[config.mk]
export PLATFORM = sky130hd
export DESIGN_NAME = fvn_norm
export DESIGN_NICKNAME = d
export VERILOG_FILES = /design/src/hw/rtl/fvn_pkg.sv /design/src/hw/rtl/fvn_norm.sv
export SDC_FILE = /design/constraint.sdc
export NUM_CORES = 2
export LEC_CHECK = 0
export BUFFER_PORTS_ARGS = -buffer_cell sky130_fd_sc_hd__buf_2
export CAP_MARGIN = 10
export CORE_ASPECT_RATIO = 0.6
export CORE_MARGIN = 2
export CORE_UTILIZATION = 40
export DETAILED_ROUTE_END_ITERATION = 6
export GPL_TIMING_DRIVEN = 0
export PLACE_DENSITY_LB_ADDON = 0.12
export RECOVER_POWER = 25
export SYNTH_ARGS = -nofsm -noshare
export SYNTH_HDL_FRONTEND = slang
export SYNTH_SLANG_ARGS = --single-unit
[constraint.sdc]
create_clock -name i_clk -period 17.4 [get_ports i_clk]
set_input_delay 4.35 -clock i_clk [delete_from_list [all_inputs] [get_ports i_clk]]
set_output_delay 4.35 -clock i_clk [all_outputs]
set_load 0.02 [all_outputs]
[src/hw/rtl/fvn_pkg.sv]
// ----------------------------------------------------------------------------
// fvn_pkg
// Shared types, constants and hash helpers for the fractal value noise unit.
// ----------------------------------------------------------------------------
package fvn_pkg;

    localparam int MAX_OCTAVES_DEF = 8;
    localparam int FRAC_BITS_DEF   = 16;
    localparam int HASH_BITS_DEF   = 24;

    localparam int VAL_W     = 24;
    localparam int COORD_W   = 32;
    localparam int WEIGHT_W  = 16;
    localparam int NOISE_W   = 17;
    localparam int CFG_IDX_W = 2;
    localparam int CFG_W     = 32;
    localparam int CELL_LAT  = 8;

    localparam logic [31:0] MIX_C1 = 32'h7feb352d;
    localparam logic [31:0] MIX_C2 = 32'h846ca68b;
    localparam logic [31:0] AXIS_KEY [3] = '{32'h1f123bb5, 32'h9e3779b9, 32'h94d049bb};

    localparam int STEP_2D = 31;
    localparam int STEP_3D = 57;

    localparam logic [3:0] OCT_RESET = 4'd4;

    typedef enum logic [CFG_IDX_W-1:0] {
        CFG_SEED    = 2'd0,
        CFG_OCTAVES = 2'd1,
        CFG_TWO_DIM = 2'd2,
        CFG_RIDGED  = 2'd3
    } t_cfg_idx;

    typedef struct packed {
        logic [31:0] seed;
        logic [3:0]  octaves;
        logic        two_dim;
        logic        ridged;
    } t_cfg;

    function automatic logic [31:0] f_xs16(input logic [31:0] v);
        return v ^ (v >> 16);
    endfunction

    function automatic logic [31:0] f_xs15(input logic [31:0] v);
        return v ^ (v >> 15);
    endfunction

    function automatic logic [VAL_W-1:0] f_blend(input logic [VAL_W-1:0] a,
                                                 input logic [VAL_W-1:0] b,
                                                 input logic [WEIGHT_W-1:0] w);
        logic [VAL_W+WEIGHT_W:0] m;
        m = a * (17'h10000 - {1'b0, w}) + b * w;
        return m[VAL_W+WEIGHT_W-1:WEIGHT_W];
    endfunction

endpackage

[src/hw/rtl/fvn_norm.sv]
// ----------------------------------------------------------------------------
// fvn_norm
// Divide the octave sum by 2^n-1 via reciprocal and correction, then apply
// the optional ridge fold and register the result.
// ----------------------------------------------------------------------------
module fvn_norm #(
    parameter int MAX_OCTAVES = fvn_pkg::MAX_OCTAVES_DEF,
    localparam int SUM_W      = fvn_pkg::VAL_W + MAX_OCTAVES
) (
    input  logic               i_clk,
    input  logic               i_rst_n,
    input  logic               i_en,
    input  fvn_pkg::t_cfg      i_cfg,
    input  logic               i_valid,
    input  logic [SUM_W-1:0]   i_sum,
    output logic               o_valid,
    output logic [16:0]        o_noise
);

    localparam int VW    = fvn_pkg::VAL_W;
    localparam int IDX_W = (MAX_OCTAVES > 1) ? $clog2(MAX_OCTAVES) : 1;
    localparam int NW    = $clog2(MAX_OCTAVES + 1);

    logic [SUM_W:0]        recip [MAX_OCTAVES];
    logic [NW-1:0]         n_eff;
    logic [IDX_W-1:0]      idx;
    logic [2*SUM_W:0]      prod;
    logic [SUM_W-1:0]      dv;
    logic [SUM_W-1:0]      qd;
    logic [SUM_W-1:0]      rem;
    logic [VW-1:0]         n_v;
    logic [VW:0]           twice;
    logic [VW:0]           dev;
    logic [VW:0]           fold;
    logic [16:0]           n_noise;

    logic                  r_va, r_vb, r_vo;
    logic [VW-1:0]         r_q0;
    logic [SUM_W-1:0]      r_s1;
    logic [VW-1:0]         r_v;
    logic [16:0]           r_noise;

    for (genvar g = 0; g < MAX_OCTAVES; g++) begin : g_recip
        localparam logic [63:0] RV = (64'd1 << SUM_W) / ((64'd1 << (g + 1)) - 64'd1);
        assign recip[g] = RV[SUM_W:0];
    end

    always_comb begin
        n_eff = ({1'b0, i_cfg.octaves} > 5'(MAX_OCTAVES)) ? NW'(MAX_OCTAVES)
                                                          : NW'(i_cfg.octaves);
        idx   = IDX_W'(n_eff - NW'(1));
        prod  = i_sum * recip[idx];
        dv    = (SUM_W'(1) << n_eff) - SUM_W'(1);
        qd    = SUM_W'(r_q0) * dv;
        rem   = r_s1 - qd;
        n_v   = r_q0 + VW'(rem >= dv);
        twice = {r_v, 1'b0};
        dev   = (twice >= (25'd1 << VW)) ? (twice - (25'd1 << VW)) : ((25'd1 << VW) - twice);
        fold  = (25'd1 << VW) - dev;
        if (n_eff == '0) begin
            n_noise = '0;
        end else if (i_cfg.ridged) begin
            n_noise = fold[VW:VW-16];
        end else begin
            n_noise = {1'b0, r_v[VW-1:VW-16]};
        end
    end

    always_ff @(posedge i_clk) begin
        if (!i_rst_n) begin
            r_va <= 1'b0;
            r_vb <= 1'b0;
            r_vo <= 1'b0;
        end else if (i_en) begin
            r_va <= i_valid;
            r_vb <= r_va;
            r_vo <= r_vb;
        end
    end

    always_ff @(posedge i_clk) begin
        if (i_en) begin
            r_q0    <= prod[SUM_W+VW-1:SUM_W];
            r_s1    <= i_sum;
            r_v     <= n_v;
            r_noise <= n_noise;
        end
    end

    assign o_valid = r_vo;
    assign o_noise = r_noise;

endmodule

After elaboration in Yosys (flattened, before gate mapping)
Memory sizes are Yosys's and may differ from the RTL's.
Index checks and enable logic that the tools add are counted.
{"block": "totals", "reg_bits": 100, "latchBits": 0, "ram_bits": 0, "rom_bits": 264, "out_inout_bits": 18, "elab_cells": 32, "memories": 1}
{"block": "op_classes", "n_addsub": 7, "n_mul": 2, "n_div": 0, "n_lt_le_gt_ge": 4, "eq_ne": 0, "shift": 1, "mux": 5, "n_bitwise": 2, "reduce_logical": 2}
{"name": "(name not given)", "words": 8, "width": 33, "read_ports": 1, "rd_clocked_by_memory_dff": 0, "write_ports": 0, "line_no": "fvn_norm.sv:52", "text": "prod = i_sum * recip[idx];"}
{"cell": "2-to-1 mux 33 bit", "n": 2}
{"cell": "multiplier 32 x 33 -> 56 bit", "n": 1}
{"cell": "subtractor 25 bit, first input constant", "n": 2}
{"cell": "greater-or-equal comparator 32 bit", "n": 1}
{"cell": "multiplier 24 x 32 -> 32 bit", "n": 1}
{"cell": "left shift 1 x 4 -> 32 bit, first input constant", "n": 1}
{"cell": "subtractor 32 x 2 -> 32 bit, second input constant", "n": 1}
{"cell": "subtractor 32 bit", "n": 1}
{"cell": "greater-or-equal comparator 25 bit, second input constant", "n": 1}
{"cell": "2-to-1 mux 25 bit", "n": 1}
{"cell": "subtractor 25 bit, second input constant", "n": 1}
{"cell": "adder 24 x 1 -> 24 bit", "n": 1}
{"cell": "2-to-1 mux 16 bit", "n": 1}
{"cell": "greater-or-equal comparator 4 bit, second input constant", "n": 1}
{"cell": "greater-than comparator 4 bit, second input constant", "n": 1}
{"cell": "logical NOT 4 bit", "n": 1}
{"cell": "2-to-1 mux 4 bit", "n": 1}
{"cell": "inverter 3 -> 4 bit", "n": 1}
{"cell": "subtractor 3 x 1 -> 3 bit, second input constant", "n": 1}
{"cell": "OR reduction 2 bit", "n": 1}
{"cell": "inverter 1 bit", "n": 1}

Longest topological paths before layout
{"block": "logic_depth", "depth_word": 8, "mapped_depth": 54, "mapped_depth_nobuf": 50}

Least setup slack after synthesis
No wires, ideal clock.
{"block": "synth_timing", "kind": "in2reg", "startpoint": "input port i_cfg[5] (netlist bit)", "endpoint": "register r_v[19], data pin", "setup_ns": 0.264, "arrival_ns": 14.136, "setup_slack_ns": 3.000, "path_stages": 45, "path_cell_list": "clkbuf_1 clkinv_1 nand2_1 inv_1 ha_1 clkbuf_1 nor4_1 clkbuf_1 clkbuf_1 ha_1 clkbuf_1 nand2b_1 fa_1 inv_1 fa_1 fa_1 fa_1 inv_1 [9 not listed] and2_1 xnor2_1 ha_1 a21o_1 a21o_1 a21o_1 a21o_1 a21oi_1 o21ai_0 a21oi_1 o21ai_0 a21o_1 ha_1 and3_1 nand4_1 nor2_1 nand4_1 xnor2_1"}
{"block": "synth_between", "elab_chain_cells": 8}
{"element": "start, declared", "line_no": "fvn_norm.sv:13", "text": "input fvn_pkg::t_cfg i_cfg,"}
{"element": "greater-than comparator 4 bit", "line_no": "fvn_norm.sv:49", "text": "n_eff = ({1'b0, i_cfg.octaves} > 5'(MAX_OCTAVES)) ? NW'(MAX_OCTAVES)"}
{"element": "2-to-1 mux 4 bit (*)", "line_no": "fvn_norm.sv:49"}
{"element": "left shift 1 x 4 -> 32 bit (*)", "line_no": "fvn_norm.sv:53", "text": "dv = (SUM_W'(1) << n_eff) - SUM_W'(1);"}
{"element": "subtractor 32 x 2 -> 32 bit (*)", "line_no": "fvn_norm.sv:53"}
{"element": "multiplier 24 x 32 -> 32 bit", "line_no": "fvn_norm.sv:54", "text": "qd = SUM_W'(r_q0) * dv;"}
{"element": "subtractor 32 bit", "line_no": "fvn_norm.sv:55", "text": "rem = r_s1 - qd;"}
{"element": "greater-or-equal comparator 32 bit (*)", "line_no": "fvn_norm.sv:56", "text": "n_v = r_q0 + VW'(rem >= dv);"}
{"element": "adder 24 x 1 -> 24 bit (*)", "line_no": "fvn_norm.sv:56"}
{"element": "via n_v[19]", "line_no": "fvn_norm.sv:31", "text": "logic [VW-1:0] n_v;"}
{"element": "end signal, assigned", "line_no": "fvn_norm.sv:85", "text": "r_v <= n_v;"}
{"element": "end, declared", "line_no": "fvn_norm.sv:40", "text": "logic [VW-1:0] r_v;"}
Mark *: on every way through the listed nets, which the timed path passes. The rest lies on a longest branch.
A chain may end at the register's enable or synchronous reset.

Worst setup path in the final report
{"block": "layout_timing", "startpoint": "input port i_cfg[5] (netlist bit)", "endpoint": "register r_q0[17], data pin"}
{"block": "layout_between", "elab_chain_cells": 8}
{"element": "greater-than comparator 4 bit", "line_no": "fvn_norm.sv:49"}
{"element": "2-to-1 mux 4 bit", "line_no": "fvn_norm.sv:49"}
{"element": "subtractor 3 x 1 -> 3 bit", "line_no": "fvn_norm.sv:51", "text": "idx = IDX_W'(n_eff - NW'(1));"}
{"element": "inverter 3 -> 4 bit (implied by the code)", "line_no": "fvn_norm.sv:52"}
{"element": "memory read (8 x 33 bit)"}
{"element": "2-to-1 mux 33 bit (implied by the code) (2 in a row)", "line_no": "fvn_norm.sv:52"}
{"element": "multiplier 32 x 33 -> 56 bit", "line_no": "fvn_norm.sv:52"}
{"element": "via prod[49]", "line_no": "fvn_norm.sv:27", "text": "logic [2*SUM_W:0] prod;"}
{"element": "end signal, assigned", "line_no": "fvn_norm.sv:83", "text": "r_q0 <= prod[SUM_W+VW-1:SUM_W];"}
{"element": "end, declared", "line_no": "fvn_norm.sv:38", "text": "logic [VW-1:0] r_q0;"}
The timed path passes the listed nets, and every way through them passes these cells. The select of a mux whose other input is x is not followed.

==> run summary <==
Setup Skew - 0.0180 ns
Synth Cell Area - 46700 um2
Vias in the first global route - 36100
Final setup vio count - 0
Pin count of the biggest net entering global routing - 66
Total gr overflow - 0
Die Footprint - 120000 um2
DRC Markers - 0
Startpoint types - input pin
DRT iter0 DRCs - 3773
M2 GR Usage - 0.389
HPWL after detailed placement - 164000 um
CP Max Fanout - 10
Worst-path clk slew - 0.08 ns
Cell Rows - 97
WS Path Type - in2reg
Detail Route Antenna Nets - 0
Hold path depth - 2
DIE HEIGHT - 269 um
R2R depth - 39
Initial Util - 0.402
Root buf cell - clkbuf_16
Top post-synthesis cells by area - fa_1 46%, ha_1 14%, inv_1 12%, edfxtp_1 6.2%, nand2_1 3.9%
Overall Global Routing Usage - 0.325
Post-Syn Instances - 5027
Sequential share of the synthesized area - 0.0636
Clock Sink Count - 100
Crit path buf inv count - 13
Syn avg cell area - 9.30 um2
Number of synthesized flops with an enable pin - 97
Worst reg2reg path startpoint - r_q0[6]
Initial antenna violation count - 27
Reg2reg end - r_v[10]
Final nets - 6860
IO Pins - 92
Status - finished with violations
GP Congestion - 1.02
Pre-antenna DRT Iters - 5
CP max stage cell - clkbuf_1
Yosys reg bits - 100
Number of port buffers - 57
Yosys cell types - 71
CP Capture Type - flop
Worst skew pair latency - 0.42 ns
Commonest cells in the netlist - 1461 x inv_1, 1068 x fa_1, 530 x ha_1, 486 x nand2_1, 272 x and2_1
Main flop type after synthesis - edfxtp_1
Crit path max-delay family - adder cells
Ys async rst share - 0
Failing checks - max-capacitance violations, max-slew violations
Fin area - 49800 um2
RSZ-0062 raised after global routing - no
Setup TNS - 0 ns
Core area - 116000 um2
Busiest grt layer - met1
Dpl cell area - 49400 um2
HP Class - reg2reg
Top cell by count, worst path - fa_1
Die width - 445 um
Hold wc startpoint - o_valid
Count of final max-slew check failures - 36
Final Hold Fails - 0
Grt met3 use - 0.152
# fillers - 11700
WL/cell - 28.0 um
Max-slew headroom - -0.618
Arr. time, crit path - 17.26 ns
Yosys Warn Count - 0
First-pass GRT wire length - 270000 um
Period minus WS final - 17.10 ns
Synth area leader - fa_1
R2R setup slack - 5.96 ns
H-tree lvl count - 3
Layout cells sized above 1 - 0.0231
Grt met1 use - 0.522
Fmax - 58.5 MHz
Max stage delay on crit path - 1.06 ns
Slew @ Worst Pin - 2.43 ns
Max clock buf depth - 2
Layout area overhead - 6.58%
Worst Path Required - 17.56 ns
Via count - 35000
Via/cell ratio - 5.20
TritonCTS buffer count - 9
Top cell type's share of synthesized area - 0.458
Final WL - 188000 um
Hold Path End - o_valid
Max Cap Viol - 1
CTS tree - built
Most numerous cell in the Yosys netlist - inv_1
Period Utilization, post-route - 0.983
-- cell families after synthesis --
kind of cell	Yosys count	share of synthesized area
buf+inv	1645	0.133
simple gates	1163	0.124
flops	100	0.0636
mux	7	0.00155
other cells	2	0.000161
xor+xnor	179	0.0336
compound gates	333	0.0446
fa+ha+maj	1598	0.599
-- worst register-to-register path, delay by kind of cell, from the launching register on --
kind / cells / cell delay (ns)
compound gates: 12 / 2.31
xor+xnor: 2 / 0.45
fa+ha+maj: 11 / 4.37
buf+inv: 7 / 2.38
flops: 1 / 0.34
simple gates: 7 / 1.33
-- placed cells by master, fill, tap and decap left out, types with 7 or more instances in the layout --
cell	n
a211oi_1	13
a21o_1	58
a21oi_1	95
a31oi_1	7
and2_1	272
and3_1	51
buf_1	9
buf_2	31
buf_4	12
clkbuf_1	179
clkbuf_16	9
clkbuf_2	10
conb_1	82
edfxtp_1	97
fa_1	1068
ha_1	528
inv_1	1459
nand2_1	485
nand2b_1	34
nand3_1	39
nand4_1	27
nor2_1	110
nor2b_1	73
nor3_1	20
nor4_1	7
o211ai_1	10
o21a_1	14
o21ai_0	83
o21bai_1	10
or2_2	10
xnor2_1	138
xor2_1	41
-- routing by layer --
metal  share of wire  wire length (um)
met1            0.49             92500
met4           0.012              2190
met3            0.15             28900
met2            0.34             64700
met5         0.00011                20
-- per-stage QoR --
step / util / setup slack, ns / hold slack [ns] / std cells
4_1_cts: 0.428 / 0.0397 / 0.527 / 6723
3_3_place_gp: 0.423 / -2.07 / 0.496 / 6698
2_1_floorplan: - / 3.00 / 0.482 / 5107
3_5_place_dp: 0.425 / -2.01 / 0.508 / 6707
5_1_grt: 0.428 / 0.0449 / 0.554 / 6730
6_report: 0.428 / 0.297 / 0.525 / 6733
-- what timing repair did --
item                                    in CTS  in global routing
gates resized for setup                     19                 16
hold buffers                                 0                  0
setup buffers                                2                  3
endpoints found under the setup margin      24                 28
gates cloned                                 0                  0
-- area by class of cell --
cell class	count	area [um2]	area share
plain buffers	179	722	0.0145
inverters	1462	5500	0.110
diodes	6	15.0	0.000301
flip-flops and latches	100	2970	0.0597
clock buffers	9	225	0.00452
well taps	1534	1920	0.0385
clock inverters	7	85.1	0.00171
multi-input cells	3362	37900	0.761
repair buffers	74	478	0.00960
-- how the worst max path moves through the flow --
stage / from / slack (ns) / cells after the start / to
5_1_grt: i_cfg[5] / 0.04 / 35 / r_q0[17]
3_5_place_dp: i_cfg[5] / -2.01 / 44 / r_v[19]
2_1_floorplan: i_cfg[5] / 3.00 / 45 / r_v[19]
6_report: i_cfg[5] / 0.30 / 35 / r_q0[17]
3_3_place_gp: i_cfg[5] / -2.07 / 44 / r_v[19]
4_1_cts: i_cfg[5] / 0.04 / 49 / r_v[19]
-- sequential cells by signal, summed over array words and instances, names as in the netlist --
signal / count
o_noise: 17
o_valid: 1
r_q0: 24
r_s1: 32
r_v: 24
r_va: 1
r_vb: 1
Power is left out: the tool's default activity adds up to more than one toggle a clock period on the data nets, which glitch-free logic cannot reach.
